File: config.mk
export PLATFORM = sky130hd
export DESIGN_NAME = usb_hid_bridge_frame_parser
export DESIGN_NICKNAME = d
export VERILOG_FILES = /design/src/rtl/core/uhb_pkg.sv /design/src/rtl/core/uhb_parse.sv /design/src/rtl/core/uhb_result_buf.sv /design/src/rtl/core/usb_hid_bridge_frame_parser.sv
export VERILOG_INCLUDE_DIRS = /design/src /design/src/rtl/core
export SDC_FILE = /design/constraint.sdc
export NUM_CORES = 1
export LEC_CHECK = 0
export BUFFER_PORTS_ARGS = -buffer_cell sky130_fd_sc_hd__buf_2
export CORE_ASPECT_RATIO = 0.6
export CORE_MARGIN = 2
export CORE_UTILIZATION = 58
export CTS_CLUSTER_DIAMETER = 200
export DETAILED_ROUTE_END_ITERATION = 10
export HOLD_SLACK_MARGIN = 0.03
export PLACE_DENSITY = 0.87
export SYNTH_ARGS = -nofsm -noshare
export SYNTH_HDL_FRONTEND = slang
export SYNTH_HIERARCHICAL = 1
export SYNTH_SLANG_ARGS = --single-unit
export TNS_END_PERCENT = 20
File: constraint.sdc
create_clock -name clk -period 7.4 [get_ports clk]
set_clock_uncertainty 0.1 [all_clocks]
set_input_delay 0.37 -clock clk [delete_from_list [all_inputs] [get_ports clk]]
set_output_delay 0.37 -clock clk [all_outputs]
set_load 0.02 [all_outputs]
File: src/rtl/core/assert_macros.svh
// assertion macros shared by the rtl core
// no dependencies; define ASSERT_OFF to compile the checks out
`ifndef ASSERT_MACROS_SVH
`define ASSERT_MACROS_SVH

`ifndef ASSERT_OFF

// same-cycle implication, disabled during reset
`define ASSERT_IMPL(lbl, clk, rst_n, ante, cons) \
	lbl: assert property (@(posedge clk) disable iff (!rst_n) (ante) |-> (cons)) \
		else $error("assertion failed");

// next-cycle implication, disabled during reset
`define ASSERT_NEXT(lbl, clk, rst_n, ante, cons) \
	lbl: assert property (@(posedge clk) disable iff (!rst_n) (ante) |=> (cons)) \
		else $error("assertion failed");

`else

`define ASSERT_IMPL(lbl, clk, rst_n, ante, cons)
`define ASSERT_NEXT(lbl, clk, rst_n, ante, cons)

`endif

`endif

File: src/rtl/core/uhb_pkg.sv
// shared types, byte codes and result helpers of the frame parser
// no dependencies
package uhb_pkg;

	localparam int MAX_RESULTS    = 5;
	localparam int RES_CNT_W      = 3;
	localparam int KB_FRAME_BYTES = 80;
	localparam int VIDPID_PORTS   = 2;

	localparam logic [7:0] HDR_0 = 8'h57;
	localparam logic [7:0] HDR_1 = 8'hAB;

	localparam logic [7:0] CMD_TIMEOUT    = 8'h89;
	localparam logic [7:0] CMD_DISCONNECT = 8'h86;
	localparam logic [7:0] CMD_VERSION    = 8'h87;
	localparam logic [7:0] CMD_NOP        = 8'h84;
	localparam logic [7:0] CMD_STATE_REQ  = 8'h82;
	localparam logic [7:0] CMD_STATUS     = 8'h80;
	localparam logic [7:0] CMD_SKIP_ONE   = 8'h85;
	localparam logic [7:0] CMD_KEYBOARD   = 8'h83;
	localparam logic [7:0] CMD_MOUSE      = 8'h88;
	localparam logic [7:0] CMD_VIDPID     = 8'h81;

	localparam logic [7:0] KB_LEN_LIMIT = 8'd76;

	localparam logic [3:0] EV_NONE         = 4'd0;
	localparam logic [3:0] EV_TIMEOUT      = 4'd1;
	localparam logic [3:0] EV_DISCONNECT   = 4'd2;
	localparam logic [3:0] EV_VERSION      = 4'd3;
	localparam logic [3:0] EV_STATE_REQ    = 4'd4;
	localparam logic [3:0] EV_STATUS       = 4'd5;
	localparam logic [3:0] EV_VIDPID_START = 4'd6;
	localparam logic [3:0] EV_VIDPID_DONE  = 4'd7;
	localparam logic [3:0] EV_KB_DONE      = 4'd8;
	localparam logic [3:0] EV_UNKNOWN_CMD  = 4'd9;
	localparam logic [3:0] EV_KB_LEN_ERR   = 4'd10;
	localparam logic [3:0] EV_VP_LEN_ERR   = 4'd11;

	localparam logic TGT_KB     = 1'b0;
	localparam logic TGT_VIDPID = 1'b1;

	typedef struct packed {
		logic [3:0] event_res;
		logic [7:0] event_value;
		logic       store_valid;
		logic       store_target;
		logic       store_port;
		logic [9:0] store_index;
		logic [7:0] store_data;
		logic       last;
	} result_t;

	// all results caused by one byte
	typedef struct packed {
		result_t [MAX_RESULTS-1:0] rec;
		logic [RES_CNT_W-1:0]      cnt;
	} batch_t;

	function automatic result_t make_event(input logic [3:0] ev, input logic [7:0] val);
		result_t r;
		r             = '0;
		r.event_res   = ev;
		r.event_value = val;
		return r;
	endfunction

	function automatic result_t make_store(input logic tgt, input logic port,
		input logic [9:0] idx, input logic [7:0] data);
		result_t r;
		r              = '0;
		r.store_valid  = 1'b1;
		r.store_target = tgt;
		r.store_port   = port;
		r.store_index  = idx;
		r.store_data   = data;
		return r;
	endfunction

endpackage

File: src/rtl/core/uhb_parse.sv
// frame state machine: parser state and the results of one byte
// depends on uhb_pkg
module uhb_parse (
	input  logic            clk,
	input  logic            arst_n,
	input  logic            step,
	input  logic [7:0]      byte_s1,
	output uhb_pkg::batch_t batch
);

	typedef enum logic [2:0] {
		P_HDR0  = 3'd0,
		P_HDR1  = 3'd1,
		P_CMD   = 3'd2,
		P_BYTE3 = 3'd3,
		P_BYTE4 = 3'd4,
		P_BYTE5 = 3'd5,
		P_BODY  = 3'd6,
		P_BAD   = 3'd7
	} phase_t;

	phase_t     phase_q, phase_n;
	logic [7:0] cmd_q, cmd_n;
	logic       port_q, port_n;
	logic [6:0] kb_pos_q, kb_pos_n;
	logic [6:0] kb_len_q, kb_len_n;
	logic [9:0] vp_pos_q, vp_pos_n;
	logic [9:0] vp_size_q, vp_size_n;

	logic       vp;
	logic [6:0] kb_pos_inc;
	logic [9:0] vp_pos_inc;
	logic [8:0] kb_len_sum;

	assign vp         = (cmd_q == uhb_pkg::CMD_VIDPID);
	assign kb_pos_inc = kb_pos_q + 7'd1;
	assign vp_pos_inc = vp_pos_q + 10'd1;
	assign kb_len_sum = {1'b0, byte_s1} + 9'd4;

	always_comb begin
		phase_n   = phase_q;
		cmd_n     = cmd_q;
		port_n    = port_q;
		kb_pos_n  = kb_pos_q;
		kb_len_n  = kb_len_q;
		vp_pos_n  = vp_pos_q;
		vp_size_n = vp_size_q;
		batch     = '0;

		case (phase_q)
			P_HDR0: begin
				phase_n = (byte_s1 == uhb_pkg::HDR_0) ? P_HDR1 : P_HDR0;
			end
			P_HDR1: begin
				phase_n = (byte_s1 == uhb_pkg::HDR_1) ? P_CMD : P_HDR0;
			end
			P_CMD: begin
				cmd_n   = byte_s1;
				phase_n = P_HDR0;
				case (byte_s1)
					uhb_pkg::CMD_TIMEOUT: begin
						batch.rec[0] = uhb_pkg::make_event(uhb_pkg::EV_TIMEOUT, 8'd0);
						batch.cnt    = 3'd1;
					end
					uhb_pkg::CMD_DISCONNECT: begin
						batch.rec[0] = uhb_pkg::make_event(uhb_pkg::EV_DISCONNECT, 8'd0);
						batch.cnt    = 3'd1;
					end
					uhb_pkg::CMD_VERSION: begin
						batch.rec[0] = uhb_pkg::make_event(uhb_pkg::EV_VERSION, 8'd0);
						batch.cnt    = 3'd1;
					end
					uhb_pkg::CMD_NOP: begin
						phase_n = P_HDR0;
					end
					uhb_pkg::CMD_STATE_REQ, uhb_pkg::CMD_STATUS, uhb_pkg::CMD_SKIP_ONE: begin
						phase_n = P_BYTE3;
					end
					uhb_pkg::CMD_KEYBOARD, uhb_pkg::CMD_MOUSE: begin
						batch.rec[0] = uhb_pkg::make_store(uhb_pkg::TGT_KB, 1'b0, 10'd2, byte_s1);
						batch.cnt    = 3'd1;
						phase_n      = P_BYTE3;
					end
					uhb_pkg::CMD_VIDPID: begin
						batch.rec[0] = uhb_pkg::make_event(uhb_pkg::EV_VIDPID_START, 8'd0);
						batch.cnt    = 3'd1;
						phase_n      = P_BYTE3;
					end
					default: begin
						batch.rec[0] = uhb_pkg::make_event(uhb_pkg::EV_UNKNOWN_CMD, 8'd0);
						batch.cnt    = 3'd1;
					end
				endcase
			end
			P_BYTE3: begin
				phase_n = P_HDR0;
				case (cmd_q)
					uhb_pkg::CMD_STATE_REQ: begin
						batch.rec[0] = uhb_pkg::make_event(uhb_pkg::EV_STATE_REQ, byte_s1);
						batch.cnt    = 3'd1;
					end
					uhb_pkg::CMD_STATUS: begin
						batch.rec[0] = uhb_pkg::make_event(uhb_pkg::EV_STATUS, 8'd0);
						batch.cnt    = 3'd1;
					end
					uhb_pkg::CMD_VIDPID: begin
						port_n  = byte_s1[0] && (uhb_pkg::VIDPID_PORTS > 1);
						phase_n = P_BYTE4;
					end
					uhb_pkg::CMD_KEYBOARD, uhb_pkg::CMD_MOUSE: begin
						batch.rec[0] = uhb_pkg::make_store(uhb_pkg::TGT_KB, 1'b0, 10'd3, byte_s1);
						if (byte_s1 > uhb_pkg::KB_LEN_LIMIT ||
							kb_len_sum > 9'(uhb_pkg::KB_FRAME_BYTES)) begin
							batch.rec[1] = uhb_pkg::make_event(uhb_pkg::EV_KB_LEN_ERR, 8'd0);
							batch.cnt    = 3'd2;
						end else begin
							batch.cnt = 3'd1;
							kb_len_n  = byte_s1[6:0];
							phase_n   = P_BYTE4;
						end
					end
					default: begin
						phase_n = P_HDR0;
					end
				endcase
			end
			P_BYTE4: begin
				phase_n = P_BYTE5;
				if (vp) begin
					// replay the frame header into the port buffer
					batch.rec[0] = uhb_pkg::make_store(uhb_pkg::TGT_VIDPID, port_q, 10'd0,
						uhb_pkg::HDR_0);
					batch.rec[1] = uhb_pkg::make_store(uhb_pkg::TGT_VIDPID, port_q, 10'd1,
						uhb_pkg::HDR_1);
					batch.rec[2] = uhb_pkg::make_store(uhb_pkg::TGT_VIDPID, port_q, 10'd2,
						uhb_pkg::CMD_VIDPID);
					batch.rec[3] = uhb_pkg::make_store(uhb_pkg::TGT_VIDPID, port_q, 10'd3,
						{7'd0, port_q});
					batch.rec[4] = uhb_pkg::make_store(uhb_pkg::TGT_VIDPID, port_q, 10'd4,
						byte_s1);
					batch.cnt    = 3'd5;
					vp_size_n    = {2'b00, byte_s1} + 10'd9;
				end else begin
					batch.rec[0] = uhb_pkg::make_store(uhb_pkg::TGT_KB, 1'b0, 10'd4, byte_s1);
					batch.cnt    = 3'd1;
				end
			end
			P_BYTE5: begin
				if (vp) begin
					if (byte_s1 < 8'd2) begin
						batch.rec[0] = uhb_pkg::make_store(uhb_pkg::TGT_VIDPID, port_q, 10'd5,
							byte_s1);
						batch.cnt    = 3'd1;
						vp_size_n    = vp_size_q + {1'b0, byte_s1[0], 8'd0};
						vp_pos_n     = 10'd6;
						phase_n      = P_BODY;
					end else begin
						batch.rec[0] = uhb_pkg::make_event(uhb_pkg::EV_VP_LEN_ERR, 8'd0);
						batch.cnt    = 3'd1;
						phase_n      = P_HDR0;
					end
				end else begin
					batch.rec[0] = uhb_pkg::make_store(uhb_pkg::TGT_KB, 1'b0, 10'd5, byte_s1);
					batch.cnt    = 3'd1;
					kb_pos_n     = 7'd6;
					phase_n      = P_BODY;
				end
			end
			P_BODY: begin
				if (vp) begin
					batch.rec[0] = uhb_pkg::make_store(uhb_pkg::TGT_VIDPID, port_q, vp_pos_q,
						byte_s1);
					if (vp_pos_inc == vp_size_q) begin
						batch.rec[1] = uhb_pkg::make_event(uhb_pkg::EV_VIDPID_DONE,
							{7'd0, port_q});
						batch.cnt    = 3'd2;
						vp_pos_n     = 10'd0;
						phase_n      = P_HDR0;
					end else begin
						batch.cnt = 3'd1;
						vp_pos_n  = vp_pos_inc;
					end
				end else begin
					batch.rec[0] = uhb_pkg::make_store(uhb_pkg::TGT_KB, 1'b0,
						{3'd0, kb_pos_q}, byte_s1);
					kb_pos_n     = kb_pos_inc;
					if ({1'b0, kb_pos_inc} > {1'b0, kb_len_q} + 8'd3) begin
						batch.rec[1] = uhb_pkg::make_event(uhb_pkg::EV_KB_DONE, 8'd0);
						batch.cnt    = 3'd2;
						phase_n      = P_HDR0;
					end else begin
						batch.cnt = 3'd1;
					end
				end
			end
			default: begin
				phase_n = P_HDR0;
			end
		endcase

		// flag the final result of the byte
		for (int k = 0; k < uhb_pkg::MAX_RESULTS; k++) begin
			batch.rec[k].last = (batch.cnt == uhb_pkg::RES_CNT_W'(k + 1));
		end
	end

	always_ff @(posedge clk or negedge arst_n) begin
		if (!arst_n) begin
			phase_q   <= P_HDR0;
			cmd_q     <= '0;
			port_q    <= 1'b0;
			kb_pos_q  <= '0;
			kb_len_q  <= '0;
			vp_pos_q  <= '0;
			vp_size_q <= '0;
		end else if (step) begin
			phase_q   <= phase_n;
			cmd_q     <= cmd_n;
			port_q    <= port_n;
			kb_pos_q  <= kb_pos_n;
			kb_len_q  <= kb_len_n;
			vp_pos_q  <= vp_pos_n;
			vp_size_q <= vp_size_n;
		end
	end

endmodule

File: src/rtl/core/uhb_result_buf.sv
// result register: holds one byte's results and hands them out one beat a cycle while out_stall is low
// depends on uhb_pkg
module uhb_result_buf (
	input  logic             clk,
	input  logic             arst_n,
	input  logic             load,
	input  uhb_pkg::batch_t  batch,
	input  logic             out_stall,
	output logic             out_valid,
	output uhb_pkg::result_t head,
	output logic             free
);

	uhb_pkg::result_t [uhb_pkg::MAX_RESULTS-1:0] rec_q;
	logic                                       busy_q;
	logic [uhb_pkg::RES_CNT_W-1:0]              rd_q;
	logic                                       take;

	assign head      = rec_q[rd_q];
	assign out_valid = busy_q;
	assign take      = busy_q && !out_stall;
	assign free      = !busy_q || (take && head.last);

	always_ff @(posedge clk or negedge arst_n) begin
		if (!arst_n) begin
			busy_q <= 1'b0;
			rd_q   <= '0;
		end else if (load) begin
			busy_q <= 1'b1;
			rd_q   <= '0;
		end else if (take) begin
			if (head.last) begin
				busy_q <= 1'b0;
			end else begin
				rd_q <= rd_q + 3'd1;
			end
		end
	end

	always_ff @(posedge clk) begin
		if (load) begin
			rec_q <= batch.rec;
		end
	end

endmodule

File: src/rtl/core/usb_hid_bridge_frame_parser.sv
// a taken byte passes through the input register and then the result register
// throughput: one byte per cycle while out_stall is low and each byte gives at most
// one result; n results of a byte (five at vid/pid header) hold the result register
// reset: arst_n clears the parser to wait for the first header byte and empties
// both the input register and the result register
`include "assert_macros.svh"

module usb_hid_bridge_frame_parser (
	input  logic       clk,
	input  logic       arst_n,
	// input channel
	input  logic       in_valid,
	output logic       in_stall,
	input  logic [7:0] rx_byte,
	// result channel
	output logic       out_valid,
	input  logic       out_stall,
	output logic [3:0] event_res,
	output logic [7:0] event_value,
	output logic       store_valid,
	output logic       store_target,
	output logic       store_port,
	output logic [9:0] store_index,
	output logic [7:0] store_data,
	output logic       last
);

	// input register: one received byte waiting for the parser
	logic       valid_s1;
	logic [7:0] byte_s1;

	logic             buf_free;
	logic             advance;
	logic             accept;
	logic             load;
	uhb_pkg::batch_t  batch;
	uhb_pkg::result_t head;

	// the byte moves on when the result register is empty or hands out its
	// final beat in this cycle
	assign advance  = valid_s1 && buf_free;
	assign in_stall = valid_s1 && !buf_free;
	assign accept   = in_valid && !in_stall;
	// bytes without results only advance the parser state
	assign load     = advance && (batch.cnt != '0);

	always_ff @(posedge clk or negedge arst_n) begin
		if (!arst_n) begin
			valid_s1 <= 1'b0;
		end else if (accept) begin
			valid_s1 <= 1'b1;
		end else if (advance) begin
			valid_s1 <= 1'b0;
		end
	end

	always_ff @(posedge clk) begin
		if (accept) begin
			byte_s1 <= rx_byte;
		end
	end

	// frame state and result generation, state steps once per byte
	uhb_parse u_parse (
		.clk     (clk),
		.arst_n  (arst_n),
		.step    (advance),
		.byte_s1 (byte_s1),
		.batch   (batch)
	);

	// result register, one beat per cycle while out_stall is low
	uhb_result_buf u_result_buf (
		.clk       (clk),
		.arst_n    (arst_n),
		.load      (load),
		.batch     (batch),
		.out_stall (out_stall),
		.out_valid (out_valid),
		.head      (head),
		.free      (buf_free)
	);

	assign event_res    = head.event_res;
	assign event_value  = head.event_value;
	assign store_valid  = head.store_valid;
	assign store_target = head.store_target;
	assign store_port   = head.store_port;
	assign store_index  = head.store_index;
	assign store_data   = head.store_data;
	assign last         = head.last;

	// input only backs up behind pending results
	`ASSERT_IMPL(a_stall_needs_results, clk, arst_n, in_stall, out_valid)
	// a store beat carries no event
	`ASSERT_IMPL(a_store_no_event, clk, arst_n, out_valid && store_valid, event_res == uhb_pkg::EV_NONE && event_value == 8'd0)
	// a taken beat that is not the last is followed by another beat
	`ASSERT_NEXT(a_burst_continues, clk, arst_n, out_valid && !out_stall && !last, out_valid)
	// a port number only appears on vid/pid stores
	`ASSERT_IMPL(a_port_only_vidpid, clk, arst_n, out_valid && store_port, store_valid && store_target)

endmodule
==> flow_summary.yaml, run 1 <==
status:
  outcome: "complete, no violations"
cts:
  cts_root_buf: "clkbuf_16"
  clock-sinks: 229
  postCtsSetupRepairBufs: 0
  cts_tree: "yes"
  cts_buffer_depth: 3
  clkTransAtPathRegs_ns: 0.06
  worstSkewPairLatency_ns: 0.51
  numCtsBuffers: 21
  htreeDepth: 1
synth:
  postSynthCellCount: 979
  synth-xor-area-share_pct: 2.16
  mappedNetlistArea_um2: 11700
  async_flop_share_pct: 22.3
  synth_fa_ha_area_share_pct: 1.71
  synth_edf_count: 178
  synth_cell_types: 74
  muxShareOfSynthArea_pct: 8.50
  synth_top_area_share_pct: 45.6
  synth_top_family_by_area: "simple AND/OR/NAND/NOR gates"
  synthFlopType: "edfxtp_1"
  synth_area_leaders: "edfxtp_1 (46%), dfrtp_1 (11%), buf_4 (7.9%), mux4_2 (6.3%), nand2_1 (3.0%)"
  synth_compound_area_share_pct: 8.15
  synth_largest_area_cell: "edfxtp_1"
  ys_warn_count: 6
  ys_seq_elements: 229
  synthSimpleGateAreaFrac_pct: 11.6
  synth.avg_cell_area_um2: 12.0
  synth.yosys.seq_area_share_pct: 56.5
drt:
  drtIter0Drc: 932
  via_per_inst: 5.64
  drt-total-wl_um: 23600
  firstDrtPassIters: 5
  vias: 7240
  drcViolationCount: 0
  ant_nets: 0
  wl_per_cell_um: 18.4
floorplanning:
  die_width_um: 188
  die-area_um2: 21400
  core-area_um2: 19900
  num_rows: 40
  die_y_um: 114
  io_pins: 48
  start_util_pct: 58.8
global_route:
  grt_pass1_vias: 6954
  antenna_found_initial: 0
  grt.met3_usage_pct: 5.46
  grt_busiest_layer: "met1"
  grt.overflow.total: 0
  use_met2_pct: 33.9
  track_usage_pct: 22.8
  grt.met1_usage_pct: 34.3
  grt_pass1_wl_um: 37800
  grt_max_degree: 179
timing:
  tightest_slew_ns: 1.27
  drv_slew: 0
  whs_ns: 0.0790
  slew_headroom_pct: 13.5
  max_freq_mhz: 231
  fin_crit_ns: 4.34
  rsz0062_at_grt: "no"
  finalHoldViolations: 0
  min_period_over_period_pct: 58.6
  setup_viol: 0
  fin_tns_setup_ns: 0
cells_and_area:
  multiInputGateArea_um2: 4130
  drive_gt1_share_pct: 14.9
  fillCellCount: 1527
  final_common_cell: "edfxtp_1"
  diodes: 0
  final_net_count: 1024
  area_growth_syn_to_layout_pct: 5.87
  final_cell_mix: "edfxtp_1 (178), conb_1 (96), nand2_1 (93), o21ai_0 (67), inv_1 (52)"
  final-seq-area_um2: 6620
  fin_util_pct: 62.3
worst_setup_path:
  r2r-start: "u_parse/kb_pos_q[0]$_DFFE_PN0P_"
  critPathMaxStageDelay_ns: 0.73
  required_ns: 7.71
  crit_chain: "ha_1 -> nand3_1 -> nor2_1 -> xor2_1 -> ha_1 -> nor2_1 -> and4_1 -> nor4_1 -> nor2_1 -> o31ai_2 -> nand2_1 -> o31a_2 -> buf_12 -> or4_1 -> o21ai_0"
  cp-start-kind: "flip-flop"
  rrSetupSlack_ns: 3.06
  r2r_end: "u_result_buf/rd_q[2]$_DFFE_PN0P_"
  crit_arrival_ns: 4.64
  worstRegToRegCells: 15
  path_class: "flip-flop to flip-flop"
  critPathMaxFanout: 178
  worstSetupStartpoint: "u_parse/kb_pos_q[0]$_DFFE_PN0P_"
  cpMaxStageDelayCell: "nor4_1"
  critPathCaptureType: "flip-flop"
  cpMostUsedCell: "nor2_1"
power_and_ir_drop:
  p_comb_share_pct: 35.1
  switching_share_pct: 36.1
  p_sw_mw: 1.90
  p_leak_nw: 4.77
  p_int_mw: 3.36
  power_frac_clock_pct: 20.8
  total_power_mw: 5.26
  sequentialPowerShare_pct: 44.1
  vdd_drop_max_uv: 312
  p_per_area_nw_per_um2: 424
run:
  drv_cap: 0
hold_path:
  min_path_type: "input pin to flip-flop"
  hold_end: "u_result_buf/out_valid$_DFFE_PN0P_"
  min_path_cells: 3
  hp-start: "out_stall"
place:
  place.gp.congestion: 0.979
  dp_hpwl_um: 15500
  numPortBuffers: 47
-- area by class of cell --
cell class,instances,area share (%)
clock buffer,27,4.50
clock inverter,10,1.03
inverter,53,1.60
multi-input combinational,623,33.3
sequential,229,53.4
tap,273,2.75
timing repair buffer,68,3.47
-- Yosys cell counts (all sizes together) (4+ instances only) --
| cell | number |
|---|---|
| xnor2 | 15 |
| nand2b | 10 |
| a22o | 4 |
| o21ai | 68 |
| and4 | 4 |
| nor3b | 4 |
| buf | 139 |
| inv | 52 |
| or2 | 5 |
| nor3 | 23 |
| a31oi | 4 |
| ha | 16 |
| a21oi | 34 |
| or3 | 5 |
| and3 | 9 |
| o22ai | 8 |
| xor2 | 13 |
| nor2b | 4 |
| o221ai | 7 |
| and2 | 20 |
| mux2 | 15 |
| mux4 | 33 |
| nand3 | 19 |
| mux2i | 8 |
| nand4 | 7 |
| nand2 | 94 |
| clkbuf | 30 |
| dfrtp | 51 |
| edfxtp | 178 |
| nor2 | 51 |
| nor4 | 9 |
-- kinds of logic (layout without fill, tap and decap cells) --
| group | count (synthesis) | in the layout |
|---|---|---|
| AND/OR/NAND/NOR | 272 | 272 |
| flip-flops | 229 | 229 |
| buffers and inverters | 222 | 158 |
| AO/OA/AOI/OAI | 155 | 155 |
| multiplexers | 56 | 56 |
| XOR/XNOR | 28 | 28 |
| adder cells (fa/ha/maj) | 16 | 16 |
| other | 1 | 96 |
-- timing repair --
action                    CTS  global route
gates resized for setup     0             0
hold buffers               10             0
hold endpoints to repair   60             0
-- per-stage QoR --
stage          instance area [um2]  std cells  setup slack, ns
2_1_floorplan                12100       1074            0.277
3_3_place_gp                 11600       1236             3.33
6_report                     12400       1283             3.06
5_1_grt                      12400       1283             2.82
4_1_cts                      12400       1283             3.16
3_5_place_dp                 11600       1236             3.21
-- how the worst max path moves through the flow --
stage                                        to  slack, ns
6_report       u_result_buf/rd_q[2]$_DFFE_PN0P_       3.06
5_1_grt        u_result_buf/rd_q[0]$_DFFE_PN0P_       2.82
4_1_cts        u_result_buf/rd_q[0]$_DFFE_PN0P_       3.16
2_1_floorplan  u_result_buf/rd_q[0]$_DFFE_PN0P_       0.28
3_5_place_dp   u_result_buf/rd_q[2]$_DFFE_PN0P_       3.21
3_3_place_gp   u_result_buf/rd_q[2]$_DFFE_PN0P_       3.33
-- worst max-delay path, delay by kind of cell, from the launching register on --
| kind | cells | cell delay, ns |
|---|---|---|
| compound gates | 3 | 0.55 |
| xor+xnor | 1 | 0.21 |
| fa+ha+maj | 2 | 0.46 |
| buf+inv | 1 | 0.33 |
| flops | 1 | 0.46 |
| simple gates | 8 | 2.08 |
-- layer usage --
metal / part of all wire, % / vias to the layer above
met3: 10 / 43
met2: 43 / 374
met4: 2.0 / 2
li1: - / 3342
met1: 44 / 3479
met5: 0.28 / -
-- power groups by stage --
stage	sequential, mW	combinational, mW	clock (mW)
CTS	2.32	1.84	1.11
global route	2.37	2.01	1.16
detailed placement	2.34	1.81	0
global placement	2.30	1.77	0
floorplan	2.29	1.43	0
finish	2.32	1.84	1.09
-- state kept, by name, summed over array words and instances, names as in the netlist, 7 cells and up --
name	flops
u_parse/kb_pos_q	7
u_result_buf/rec_q	170
u_parse/kb_len_q	7
u_parse/cmd_q	8
byte_s1	8
u_parse/vp_pos_q	10
u_parse/vp_size_q	10
No activity file was read; power rests on OpenSTA's default activity.
==> run 2: changes to the inputs <==
--- a/config.mk
+++ b/config.mk
@@ -9,11 +9,11 @@
 export BUFFER_PORTS_ARGS = -buffer_cell sky130_fd_sc_hd__buf_2
 export CORE_ASPECT_RATIO = 0.6
 export CORE_MARGIN = 2
-export CORE_UTILIZATION = 58
+export CORE_UTILIZATION = 60
 export CTS_CLUSTER_DIAMETER = 200
 export DETAILED_ROUTE_END_ITERATION = 10
 export HOLD_SLACK_MARGIN = 0.03
-export PLACE_DENSITY = 0.87
+export PLACE_DENSITY = 0.86
 export SYNTH_ARGS = -nofsm -noshare
 export SYNTH_HDL_FRONTEND = slang
 export SYNTH_HIERARCHICAL = 1
==> constraint.sdc (replaced) <==
create_clock -name clk -period 4.1 [get_ports clk]
set_clock_uncertainty 0.1 [all_clocks]
set_input_delay 0.205 -clock clk [delete_from_list [all_inputs] [get_ports clk]]
set_output_delay 0.205 -clock clk [all_outputs]
set_load 0.02 [all_outputs]
==> run 2 against run 1 <==
Sequential power increased by 78%. Via count rose by 1.7%. Combinational power rose by 89%. Setup slack got worse by 2.8 ns. Hold slack improved by 0.24 ns. Clock-buffer cell count increased by 6. Final cell count is 1.1% higher. Total power up 83%. Critical path depth is 3 lower. Maximum frequency up 14%. Cell area grew 1.5%. Flip-flop and latch count is the same. Critical path type unchanged. Largest cell class unchanged.
==> flow_summary.yaml, run 2 (same netlist as run 1, synthesis figures left out) <==
status:
  outcome: "complete, no violations"
cts:
  postCtsSetupRepairBufs: 0
  cts_root_buf: "clkbuf_16"
  clkTransAtPathRegs_ns: 0.07
  cts_buffer_depth: 3
  cts_tree: "yes"
  worstSkewPairLatency_ns: 0.51
  htreeDepth: 1
  clock-sinks: 229
  numCtsBuffers: 22
cells_and_area:
  area_growth_syn_to_layout_pct: 7.42
  drive_gt1_share_pct: 16.2
  final_net_count: 1043
  largest_reg_flops: 170
  final_common_cell: "edfxtp_1"
  diodes: 0
  final_cell_mix: "edfxtp_1 (178), conb_1 (96), nand2_1 (93), o21ai_0 (67), inv_1 (52)"
  reg_top3: "u_result_buf/rec_q x170, u_parse/vp_pos_q x10, u_parse/vp_size_q x10"
  regMostFlops: "u_result_buf/rec_q"
  final_area_um2: 12600
worst_setup_path:
  worstSetupStartpoint: "u_result_buf/rd_q[1]$_DFFE_PN0P_"
  endpoint: "u_parse/vp_size_q[9]$_DFFE_PN0P_"
  cp_top_family: "compound AO/OA/AOI/OAI gates"
  critPathMaxStageDelay_ns: 0.65
  cp-start-kind: "flip-flop"
  critPathCaptureType: "flip-flop"
  crit_chain: "or2_1 -> o22ai_2 -> a21oi_1 -> o21ai_0 -> buf_4 -> and2_1 -> nand2_1 -> a2111oi_0 -> buf_4 -> nand2_1 -> xor2_1 -> nor2_1"
  r2r_end: "u_parse/vp_size_q[9]$_DFFE_PN0P_"
  r2r-start: "u_result_buf/rd_q[1]$_DFFE_PN0P_"
  path_depth: 12
  crit_buf_inv: 2
  cpMaxStageDelayCell: "dfrtp_1"
  worstRegToRegCells: 12
  crit_arrival_ns: 4.11
  path_class: "flip-flop to flip-flop"
  required_ns: 4.41
  critPathMaxFanout: 15
  rrSetupSlack_ns: 0.31
place:
  numPortBuffers: 47
  preCtsSetupSlack_ns: 0.414
  place.gp.congestion: 0.979
  dp_hpwl_um: 16200
  placed_area_um2: 11700
timing:
  slew_headroom_pct: 35.1
  max_freq_mhz: 264
  fin_crit_ns: 3.79
  tightest_slew_ns: 0.966
  rsz0062_at_grt: "no"
  finalHoldViolations: 0
  drv_slew: 0
  min_period_over_period_pct: 92.6
  fin_tns_setup_ns: 0
  setup_ws_ns: 0.305
  setup_viol: 0
  whs_ns: 0.316
drt:
  wl_per_cell_um: 18.7
  via_per_inst: 5.68
  ant_nets: 0
  drt-total-wl_um: 24300
  vias: 7366
  drcViolationCount: 0
  firstDrtPassIters: 6
  drtIter0Drc: 1053
global_route:
  grt.met1_usage_pct: 37.3
  grt_max_degree: 89
  grt.met3_usage_pct: 7.24
  track_usage_pct: 24.4
  grt_busiest_layer: "met1"
  grt_pass1_vias: 7016
  antenna_found_initial: 0
  use_met2_pct: 34.8
  grt.overflow.total: 0
  grt_pass1_wl_um: 38600
floorplanning:
  die_y_um: 112
  core-area_um2: 19100
  io_pins: 48
  start_util_pct: 61.4
  die-area_um2: 20700
  die_width_um: 184
  num_rows: 39
hold_path:
  min_path_type: "input pin to flip-flop"
  min_path_cells: 2
power_and_ir_drop:
  vdd_drop_max_uv: 551
  p_leak_nw: 4.88
  p_per_area_nw_per_um2: 763
  total_power_mw: 9.61
run:
  drv_cap: 0
==> run 2: changes by cell type in the layout (fill, tap and decap cells not counted), sizes merged <==
cell	previous run	this run
buf	58	73
dlygate4sd3	10	13
clkinvlp	1	0
bufinv	3	1
clkbuf	27	33
==> run 2: routing by layer <==
layer	routed length (um)	vias to the layer above	share of wire, %
met2	10200	395	42
met1	10800	3539	45
met3	2790	52	11
met4	432	0	1.8
li1	-	3380	-
met5	0	-	0
==> run 2: through the flow <==
step	utilization (%)	cells
floorplan	-	1074
global placement	61.6	1244
detailed placement	61.6	1244
CTS	66.0	1297
global route	66.0	1297
finish	66.0	1297
==> run 2: how the worst min path moves through the flow <==
stage,startpoint,endpoint,slack (ns)
2_1_floorplan,arst_n,u_parse/cmd_q[0]$_DFFE_PN0P_,-0.19
3_3_place_gp,arst_n,valid_s1$_DFFE_PN0P_,0.01
3_5_place_dp,arst_n,valid_s1$_DFFE_PN0P_,0.02
4_1_cts,rx_byte[0],byte_s1[0]$_DFFE_PP_,0.28
5_1_grt,rx_byte[0],byte_s1[0]$_DFFE_PP_,0.32
6_report,rx_byte[0],byte_s1[0]$_DFFE_PP_,0.32
==> run 2: report_power, final <==
group          switching (mW)  internal, mW
registers               0.433          3.69
logic                    2.20          1.29
clock network           0.839          1.16
total                    3.47          6.14
==> run 2: final cells by class <==
class / instances / area [um2]
flip-flops and latches: 229 / 6620
fillers: 1344 / 6490
multi-input cells: 623 / 4140
clock buffers: 33 / 653
repair buffers: 86 / 586
well taps: 266 / 333
inverters: 53 / 199
clock inverters: 7 / 60.1
==> run 2: timing repair <==
item | 4_1_cts | 5_1_grt
resized for setup | 0 | 0
endpoints found under the hold margin | 61 | 0
hold buffers | 13 | 0
